File: config.mk
export PLATFORM = sky130hd
export DESIGN_NAME = xor_checked_frame_parser
export DESIGN_NICKNAME = d
export VERILOG_FILES = /design/src/hdl/xcfp_pkg.sv /design/src/hdl/xcfp_frame_track.sv /design/src/hdl/xcfp_out_reg.sv /design/src/hdl/xor_checked_frame_parser.sv
export VERILOG_INCLUDE_DIRS = /design/src /design/src/hdl
export SDC_FILE = /design/constraint.sdc
export NUM_CORES = 1
export LEC_CHECK = 0
export BUFFER_PORTS_ARGS = -buffer_cell sky130_fd_sc_hd__buf_2
export CAP_MARGIN = 20
export CORE_ASPECT_RATIO = 0.8
export CORE_UTILIZATION = 40
export DETAILED_ROUTE_END_ITERATION = 6
export PLACE_DENSITY = 0.72
export SETUP_SLACK_MARGIN = 0.15
export SLEW_MARGIN = 20
export SYNTH_ARGS = -nofsm -noshare
export SYNTH_HDL_FRONTEND = slang
export SYNTH_HIERARCHICAL = 1
export SYNTH_SLANG_ARGS = --single-unit
export TNS_END_PERCENT = 100
File: constraint.sdc
create_clock -name clk -period 18.02 [get_ports clk]
set_clock_uncertainty 0.05 [all_clocks]
set_input_delay 3.604 -clock clk [delete_from_list [all_inputs] [get_ports clk]]
set_output_delay 3.604 -clock clk [all_outputs]
set_load 0.05 [all_outputs]
File: src/hdl/xor_checked_frame_parser_assert.svh
// Assertion macros shared by the frame parser modules.
`ifndef XOR_CHECKED_FRAME_PARSER_ASSERT_SVH
`define XOR_CHECKED_FRAME_PARSER_ASSERT_SVH

// Same-cycle implication.
`define XCFP_ASSERT_IMP(lbl, clk, rst_n, ante, cons, msg) \
	lbl: assert property (@(posedge clk) disable iff (!rst_n) (ante) |-> (cons)) \
		else $error(msg);

// Next-cycle implication.
`define XCFP_ASSERT_NXT(lbl, clk, rst_n, ante, cons, msg) \
	lbl: assert property (@(posedge clk) disable iff (!rst_n) (ante) |=> (cons)) \
		else $error(msg);

`endif

File: src/hdl/xcfp_pkg.sv
`timescale 1ns / 1ps
`default_nettype none

package xcfp_pkg;

	localparam int unsigned POS_W = 17;
	localparam logic [POS_W-1:0] POS_MAX = '1;
	localparam logic [POS_W:0] MIN_FRAME_LEN = 18'd6;

	localparam logic [2:0] ST_OK        = 3'd0;
	localparam logic [2:0] ST_SHORT     = 3'd1;
	localparam logic [2:0] ST_BAD_HDR   = 3'd2;
	localparam logic [2:0] ST_BAD_SUM   = 3'd3;
	localparam logic [2:0] ST_TRUNCATED = 3'd4;

	localparam logic REPORT_PAYLOAD = 1'b0;
	localparam logic REPORT_FRAME   = 1'b1;

	localparam logic REG_HDR_FIRST  = 1'b0;
	localparam logic REG_HDR_SECOND = 1'b1;

	typedef struct packed {
		logic [15:0] return_code;
		logic [15:0] payload_length;
		logic [7:0]  subcommand;
		logic [7:0]  command;
		logic [2:0]  frame_status;
		logic [15:0] payload_index;
		logic [7:0]  payload_byte;
		logic        report_kind;
	} xcfp_result_t;

endpackage

`default_nettype wire

File: src/hdl/xcfp_frame_track.sv
`timescale 1ns / 1ps
`default_nettype none

module xcfp_frame_track
	import xcfp_pkg::*;
(
	input  wire logic         clk,
	input  wire logic         arst_n,
	input  wire logic         take,
	input  wire logic [7:0]   in_byte,
	input  wire logic         in_last,
	input  wire logic [7:0]   hdr_first,
	input  wire logic [7:0]   hdr_second,
	output      logic         res_valid,
	output      xcfp_result_t res
);

	logic [POS_W-1:0] pos_q;
	logic [7:0]       xor_q;
	logic             hdr_err_q;
	logic [7:0]       cmd_q;
	logic [7:0]       sub_q;
	logic [15:0]      len_q;
	logic [7:0]       code_hi_q;
	logic [7:0]       code_lo_q;

	logic [POS_W-1:0] len_ext;
	logic [POS_W:0]   total;
	logic             in_payload;
	logic [POS_W-1:0] pos_nxt;
	logic [POS_W-1:0] pay_off;

	always_comb begin
		len_ext    = {1'b0, len_q};
		total      = {1'b0, pos_q} + 18'd1;
		in_payload = (pos_q >= 17'd6) && (pos_q < len_ext + 17'd6);
		pos_nxt    = (pos_q != POS_MAX) ? pos_q + 17'd1 : pos_q;
		pay_off    = pos_q - 17'd6;
	end

	always_comb begin
		res       = '0;
		res_valid = 1'b0;
		if (in_last) begin
			res_valid          = take;
			res.report_kind    = REPORT_FRAME;
			res.command        = cmd_q;
			res.subcommand     = sub_q;
			res.payload_length = len_q;
			res.return_code    = {code_hi_q, code_lo_q};
			if (total < MIN_FRAME_LEN) begin
				res.frame_status = ST_SHORT;
			end else if (hdr_err_q) begin
				res.frame_status = ST_BAD_HDR;
			end else if (pos_q < len_ext + 17'd8) begin
				res.frame_status = ST_TRUNCATED;
			end else if (xor_q != in_byte) begin
				res.frame_status = ST_BAD_SUM;
			end else begin
				res.frame_status = ST_OK;
			end
		end else if (in_payload) begin
			res_valid         = take;
			res.report_kind   = REPORT_PAYLOAD;
			res.payload_byte  = in_byte;
			res.payload_index = pay_off[15:0];
		end
	end

	always_ff @(posedge clk or negedge arst_n) begin
		if (!arst_n) begin
			pos_q     <= '0;
			xor_q     <= '0;
			hdr_err_q <= 1'b0;
			cmd_q     <= '0;
			sub_q     <= '0;
			len_q     <= '0;
			code_hi_q <= '0;
			code_lo_q <= '0;
		end else if (take) begin
			if (in_last) begin
				pos_q     <= '0;
				xor_q     <= '0;
				hdr_err_q <= 1'b0;
				cmd_q     <= '0;
				sub_q     <= '0;
				len_q     <= '0;
				code_hi_q <= '0;
				code_lo_q <= '0;
			end else begin
				pos_q <= pos_nxt;
				xor_q <= xor_q ^ in_byte;
				if (pos_q == 17'd0) begin
					if (in_byte != hdr_first) hdr_err_q <= 1'b1;
				end else if (pos_q == 17'd1) begin
					if (in_byte != hdr_second) hdr_err_q <= 1'b1;
				end else if (pos_q == 17'd2) begin
					cmd_q <= in_byte;
				end else if (pos_q == 17'd3) begin
					sub_q <= in_byte;
				end else if (pos_q == 17'd4) begin
					len_q[7:0] <= in_byte;
				end else if (pos_q == 17'd5) begin
					len_q[15:8] <= in_byte;
				end else if (pos_q == len_ext + 17'd6) begin
					code_hi_q <= in_byte;
				end else if (pos_q == len_ext + 17'd7) begin
					code_lo_q <= in_byte;
				end
			end
		end
	end

`include "xor_checked_frame_parser_assert.svh"

	`XCFP_ASSERT_NXT(a_clear_after_last, clk, arst_n, take && in_last, pos_q == '0 && xor_q == '0 && !hdr_err_q, "frame state not cleared after final byte")
	`XCFP_ASSERT_NXT(a_pos_advance, clk, arst_n, take && !in_last && pos_q != POS_MAX, pos_q == $past(pos_q) + 17'd1, "byte position did not advance")

endmodule

`default_nettype wire

File: src/hdl/xcfp_out_reg.sv
`timescale 1ns / 1ps
`default_nettype none

module xcfp_out_reg
	import xcfp_pkg::*;
(
	input  wire logic         clk,
	input  wire logic         arst_n,
	input  wire logic         res_valid,
	input  wire xcfp_result_t res,
	output      logic         in_ready,
	output      logic         out_valid,
	input  wire logic         out_ready,
	output      xcfp_result_t out_res
);

	logic         vld_q;
	xcfp_result_t res_q;

	assign in_ready  = !vld_q || out_ready;
	assign out_valid = vld_q;
	assign out_res   = res_q;

	always_ff @(posedge clk or negedge arst_n) begin
		if (!arst_n) begin
			vld_q <= 1'b0;
		end else if (res_valid) begin
			vld_q <= 1'b1;
		end else if (out_ready) begin
			vld_q <= 1'b0;
		end
	end

	always_ff @(posedge clk) begin
		if (res_valid) begin
			res_q <= res;
		end
	end

`include "xor_checked_frame_parser_assert.svh"

	`XCFP_ASSERT_IMP(a_empty_ready, clk, arst_n, !vld_q, in_ready, "empty result register not ready")
	`XCFP_ASSERT_NXT(a_stall_holds, clk, arst_n, vld_q && !out_ready, vld_q && res_q == $past(res_q), "stalled result lost or changed")

endmodule

`default_nettype wire

File: src/hdl/xor_checked_frame_parser.sv
`timescale 1ns / 1ps
`default_nettype none

// Channel    Direction  Transaction
// s_*        in         one frame byte, tlast on the checksum byte
// m_*        out        payload byte (tuser 0) or end-of-frame report (tuser 1)
// APB        in         header_first at 0x0, header_second at 0x4
//
// A byte can be accepted every cycle unless a result waits and m_tready is low.
// A result appears on m_* the cycle after its byte is accepted.
// The single result register sets the rate: s_tready drops only while a
// result waits and m_tready is low.
// arst_n clears frame state, header registers and the result valid flag.

module xor_checked_frame_parser
	import xcfp_pkg::*;
(
	input  wire logic        clk,
	input  wire logic        arst_n,
	input  wire logic        s_tvalid,
	output      logic        s_tready,
	input  wire logic [7:0]  s_tdata,  // rx_byte
	input  wire logic        s_tlast,
	output      logic        m_tvalid,
	input  wire logic        m_tready,
	output      logic [79:0] m_tdata,  // payload_byte, payload_index, frame_status,
	                                   // command, subcommand, payload_length,
	                                   // return_code, zero pad
	output      logic        m_tuser,  // report_kind
	input  wire logic        psel,
	input  wire logic        penable,
	input  wire logic        pwrite,
	input  wire logic [2:0]  paddr,
	input  wire logic [31:0] pwdata,
	output      logic [31:0] prdata,
	output      logic        pready
);

	logic [7:0]   hdr_first_q;
	logic [7:0]   hdr_second_q;
	logic         take;
	logic         res_valid;
	xcfp_result_t res;
	xcfp_result_t out_res;

	assign pready = 1'b1;

	always_ff @(posedge clk or negedge arst_n) begin
		if (!arst_n) begin
			hdr_first_q  <= '0;
			hdr_second_q <= '0;
		end else if (psel && penable && pwrite && pready) begin
			unique case (paddr[2])
				REG_HDR_FIRST:  hdr_first_q  <= pwdata[7:0];
				REG_HDR_SECOND: hdr_second_q <= pwdata[7:0];
				default: ;
			endcase
		end
	end

	always_comb begin
		unique case (paddr[2])
			REG_HDR_FIRST:  prdata = {24'd0, hdr_first_q};
			REG_HDR_SECOND: prdata = {24'd0, hdr_second_q};
			default:        prdata = '0;
		endcase
	end

	assign take = s_tvalid && s_tready;

	xcfp_frame_track u_track (
		.clk        (clk),
		.arst_n     (arst_n),
		.take       (take),
		.in_byte    (s_tdata),
		.in_last    (s_tlast),
		.hdr_first  (hdr_first_q),
		.hdr_second (hdr_second_q),
		.res_valid  (res_valid),
		.res        (res)
	);

	xcfp_out_reg u_out (
		.clk       (clk),
		.arst_n    (arst_n),
		.res_valid (res_valid),
		.res       (res),
		.in_ready  (s_tready),
		.out_valid (m_tvalid),
		.out_ready (m_tready),
		.out_res   (out_res)
	);

	assign m_tuser = out_res.report_kind;
	assign m_tdata = {5'd0, out_res.return_code, out_res.payload_length, out_res.subcommand,
		out_res.command, out_res.frame_status, out_res.payload_index, out_res.payload_byte};

endmodule

`default_nettype wire

## Word-level counts from Yosys, hierarchy flattened

Cells that the tools add are included.

- Flip-flop bits (word level): 167
- Bits in latches: 0
- Bits in writable memories: 0
- Memory bits (read-only): 0
- Input port bits: 51
- Output and inout port bits: 116
- Logic and storage cells: 136
- Memories: 0

- $add $sub $neg: 6
- Multipliers: 0
- Div/mod/pow operators: 0
- Order comparisons: 4
- Equality and inequality tests: 19
- Shift-type cells: 0
- Muxes and demuxes: 51
- Bitwise gates (word level): 4
- Reductions and logical operators: 30

Operators with widths:

| kind | count |
|---|---|
| $mux 8 | 30 |
| $mux 16 | 5 |
| $pmux 32 s2 | 1 |
| $add 16x3->17 const B | 2 |
| $eq 17x17->1 | 2 |
| $eq 17x2->1 const B | 2 |
| $eq 17x3->1 const B | 2 |
| $lt 17x17->1 | 2 |
| $mux 17 | 2 |
| $ne 8x8->1 | 3 |
| $add 17x1->18 const B | 1 |
| $lt 18x3->1 const B | 1 |
| $add 16x4->17 const B | 1 |
| $add 17x1->17 const B | 1 |
| $eq 17x1->1 const B | 1 |
| $ge 17x3->1 const B | 1 |
| $logic_not 17->1 | 1 |
| $ne 17x17->1 const B | 1 |
| $reduce_bool 2->1 | 8 |
| $sub 16x3->16 const B | 1 |
| $ne 2x2->1 const B | 7 |
| $mux 1 | 10 |
| $reduce_and 9->1 | 1 |
| $reduce_and 4->1 | 2 |
| 16 further kinds | 26 |

## Logic depth before layout (Yosys ltp)

- Depth after elaboration: 11
- Depth in mapped cells: 17
- Mapped depth without buffers: 13

## Cells and area by module

The synthesis kept the hierarchy.

By module, submodules not included:

| module | times used | cells each | area an instance (µm²) | seq. area each (µm²) |
|---|---|---|---|---|
| xcfp_frame_track | 1 | 744 | 6327.3 | 1851.8 |
| xcfp_out_reg | 1 | 79 | 2329.7 | 2307.2 |
| xor_checked_frame_parser | 1 | 76 | 965.9 | 400.4 |

## Worst setup path before layout

OpenSTA, ideal clock, no wires.

- Kind: input -> register
- From: input port m_tready
- To: register u_out.vld_q, in the netlist u_out/out_valid
- Data arrival time: 11.077 ns
- Required time: 17.867 ns
- Slack: 6.790 ns
- Stages on the path: 7
- Path buffers: 3
- Cells stage by stage: nand2b_4 and2_1 clkbuf_1 clkbuf_1 clkbuf_1 a21boi_0 nand2b_2

- Word-level cells in the longest chain between the ends: 5
- Elaborated cells on any way between the ends: 6
- Classes of those cells: mux (3); reduce/logical (3)

Ends and longest elaborated chain:

| element | line | text |
|---|---|---|
| from (decl) | xor_checked_frame_parser.sv:25 | `input wire logic m_tready,` |
| $logic_or 1x1->1 * | xcfp_out_reg.sv:20 | `assign in_ready = !vld_q \|\| out_ready;` |
| $logic_and 1x1->1 * | xor_checked_frame_parser.sv:69 | `assign take = s_tvalid && s_tready;` |
| named net take | xor_checked_frame_parser.sv:41 | `logic take;` |
| $mux 1 | xcfp_frame_track.sv:62 | `end else if (in_payload) begin` |
| $mux 1 * | xcfp_frame_track.sv:44 | `if (in_last) begin` |
| named net res_valid | xor_checked_frame_parser.sv:42 | `logic res_valid;` |
| $mux 1 / $reduce_bool 2->1 (equally long branches) | n/a |  |
| to (signal assigned) | xcfp_out_reg.sv:26 | `vld_q <= 1'b0;` |
| to (signal assigned) | xcfp_out_reg.sv:28 | `vld_q <= 1'b1;` |
| to (signal assigned) | xcfp_out_reg.sv:30 | `vld_q <= 1'b0;` |
| to (decl) | xcfp_out_reg.sv:17 | `logic vld_q;` |

Mark *: on every way through the listed nets, which the timed path passes. The rest lies on a longest branch.
A chain may end at the register's enable or synchronous reset.

## Final worst setup path

- From: input port paddr[2]
- To: output port prdata[3]

- Word-level cells in the longest chain between the ends: 2

Ends and longest elaborated chain:

| element | line | text |
|---|---|---|
| from (decl) | xor_checked_frame_parser.sv:33 | `input wire logic [2:0] paddr,` |
| $not 1->1 (no line) | n/a |  |
| $pmux 32 s2 * | xor_checked_frame_parser.sv:62 | `unique case (paddr[2])` |
| to (decl) | xor_checked_frame_parser.sv:35 | `output logic [31:0] prdata,` |

Every way passes the cells marked *; elsewhere a longest branch is shown, timed or not. The select of a mux whose other input is x is not followed.

==> flow_summary.toml <==
[power_and_ir_drop]
p_switching_w = 0.000389
power.leakage_nw = 4.67
powerDensity_mw_per_mm2 = 108
swShare_pct = 33.4
power.share.sequential_pct = 42.4
combPwrFrac_pct = 25.2
power.internal_w = 0.000778
ir_drop_uv = 65.5
pwr-share-clk_pct = 32.4

[synthesis]
synth_area_leader_cell = "edfxtp_1"
netlist.area_leader.share_pct = 23.7
ys_ff_latch = 167
synth_edf_count = 76
ys_async_sr_fraction_pct = 54.5
synth_warnings = 6
avgSynthCellArea_um2 = 10.7
synthCells = 899
syn-cell-area_mm2 = 0.00962
synth_seq_area_share_pct = 47.4
ys_types = 63
synthTopCellsByArea = "edfxtp_1 24%, dfrtp_1 24%, mux2_2 6.3%, ha_1 5.6%, xnor2_1 5.0%"
yosys_most_used_dff = "dfrtp_1"

[clocking]
cts_root_buffer = "clkbuf_16"
cts_buffer_depth = 2
post_cts_resized = 0
post_cts_buffers = 0
cts_made_buffers = 17
path_clk_slew_ps = 70
clock_insertion_delay_worst_skew_ps = 430
cts_hold_buf = 0
cts-htree-levels = 4
cts_sinks = 167
cts_tree = "done"

[finish]
fillers = 2233
final_common_cell = "buf_2"
drive_gt1_share_pct = 22.5
mostFrequentLayoutCells = "109 x buf_2, 91 x dfrtp_1, 76 x edfxtp_1"
area_growth_pct = 12.7
utilization_pct = 46.1
antenna-diode-count = 0
nets = 1066

[sta]
clock.fmax_ghz = 0.124
worst_pin_slew_ps = 1070
fin_setup_tns_ps = 0
min_period_over_period_pct = 44.9
hold_viol = 0
min_period_ps = 8090
grt_setup_unrepaired = "false"
finalMaxSlewViolations = 0
worst_slack_ps = 9930
setup-violations-final = 0
maxSlewHeadroom_pct = 28.3

[detailed_routing]
vias = 6968
wl_mm = 22.8
ant_nets = 0
firstDrtPassIters = 5
viasPerCell = 5.38
drc = 0
routedWlPerCell_um = 17.6
drt_iter0_markers = 539

[worst_setup_path]
path_class = "in -> out"
critPathCaptureType = "primary output"
cp_common_cell = "buf_2"
worst-path-buf-inv = 2
critPathTopFamily = "buffers and inverters"
cp.required_ps = 14370
crit_chain = "buf_2, mux2_2, buf_2"
crit_path_max_fanout = 10
startpoint_type = "input pin"
cp_data_arrival_time_ps = 4430
slowest_delay_ps = 380
slowest_stage = "mux2_2"

[run]
max_cap_viol_count = 0

[global_routing]
grt_pass1_wl_mm = 35.8
antenna_found_initial = 0
grt_max_degree = 73
grt_pass1_vias = 6628
grt-ovfl-total = 0
grtUsageTotal_pct = 18.6

[floorplan]
dieArea_mm2 = 0.0247
num_io_pins = 167
rows = 50
die_width_um = 175
die_height_um = 141
core_mm2 = 0.0235
initial_utilization_pct = 40.9

[placement]
place_ws_ps = 9930
gp_congestion = 0.932
dp_hpwl_mm = 15.7
io_buffers = 110

[hold_path]
hold_class = "reg -> reg"

[outcome]
status = "finished clean"
-- state kept, by name (all words and copies together) (netlist names), 8 cells and up --
| name | count |
|---|---|
| u_out/out_res | 76 |
| u_track/pos_q | 17 |
| u_track/len_q | 16 |
| hdr_first_q | 8 |
| hdr_second_q | 8 |
| u_track/cmd_q | 8 |
| u_track/code_hi_q | 8 |
| u_track/code_lo_q | 8 |
| u_track/sub_q | 8 |
| u_track/xor_q | 8 |
-- power groups by stage --
| stage | logic (W) | registers [W] | clock network, W |
|---|---|---|---|
| 2_1_floorplan | 0.000221 | 0.000507 | 0 |
| 3_3_place_gp | 0.000283 | 0.000499 | 0 |
| 3_5_place_dp | 0.000291 | 0.000502 | 0 |
| 4_1_cts | 0.000293 | 0.000494 | 0.000386 |
| 5_1_grt | 0.000319 | 0.000501 | 0.000400 |
| 6_report | 0.000294 | 0.000495 | 0.000379 |
-- Yosys cell counts, drive strengths merged (36+ instances only) --
master	number
o21ai	41
and2	49
nor2	63
edfxtp	76
dfrtp	91
buf	43
nand2	44
ha	43
xnor2	55
clkbuf	47
mux2	62
a21oi	36
-- routing by layer --
layer  GRT usage (%)  vias to the layer above  part of all wire, %
met5               0                        -                    0
met2            29.2                      252                   46
met4            4.39                        0                 0.90
met3            3.96                       19                  6.5
met1            26.2                     3440                   46
li1                -                     3257                    -
-- final cells by class --
| type | instances | area [µm²] | share of cell area [%] |
|---|---|---|---|
| Inverter | 19 | 71.3 | 0.657 |
| Timing Repair Buffer | 116 | 598 | 5.51 |
| Tap cell | 312 | 390 | 3.60 |
| Multi-Input combinational cell | 651 | 4630 | 42.7 |
| Sequential cell | 167 | 4560 | 42.0 |
| Clock inverter | 13 | 173 | 1.59 |
| Clock buffer | 18 | 429 | 3.96 |
-- path summary, 6_finish.rpt --
check | cells after the start | slack [ps] | start | end
max in group asynchronous | 2 | 13690 | arst_n | u_track/pos_q[3]$_DFFE_PN0P_
worst min register to register | 1 | 450 | u_track/sub_q[1]$_DFFE_PN0P_ | u_track/sub_q[1]$_DFFE_PN0P_
worst min-delay path | 1 | 450 | u_track/sub_q[1]$_DFFE_PN0P_ | u_track/sub_q[1]$_DFFE_PN0P_
worst max-delay path | 3 | 9930 | paddr[2] | prdata[3]
min in group asynchronous | 1 | 3070 | arst_n | u_track/cmd_q[2]$_DFFE_PN0P_
worst max register to register | 13 | 12510 | u_track/len_q[3]$_DFFE_PN0P_ | u_out/out_res[54]$_DFFE_PP_
-- stage by stage --
step                      hold slack [ps]  power, W  area (µm²)  cells
after CTS                             450   0.00117       10800   1296
final                                 452   0.00117       10800   1296
after floorplan                       421  0.000728        9730    927
after global placement                431  0.000782       10200   1265
after detailed placement              436  0.000792       10200   1265
after global routing                  469   0.00122       10800   1296
-- cell families after synthesis --
family                     count (synthesis)  synth area share, %
buffers and inverters                    109                 5.79
adders and majority gates                 43                 5.59
and+or+nand+nor                          292                 16.6
xor gates and xnor gates                  75                 6.83
muxes                                     81                 9.54
AOI/OAI and AO/OA                        130                 8.18
DFF                                      167                 47.4
other                                      2               0.0780
Power figures use the tool's default switching activity.
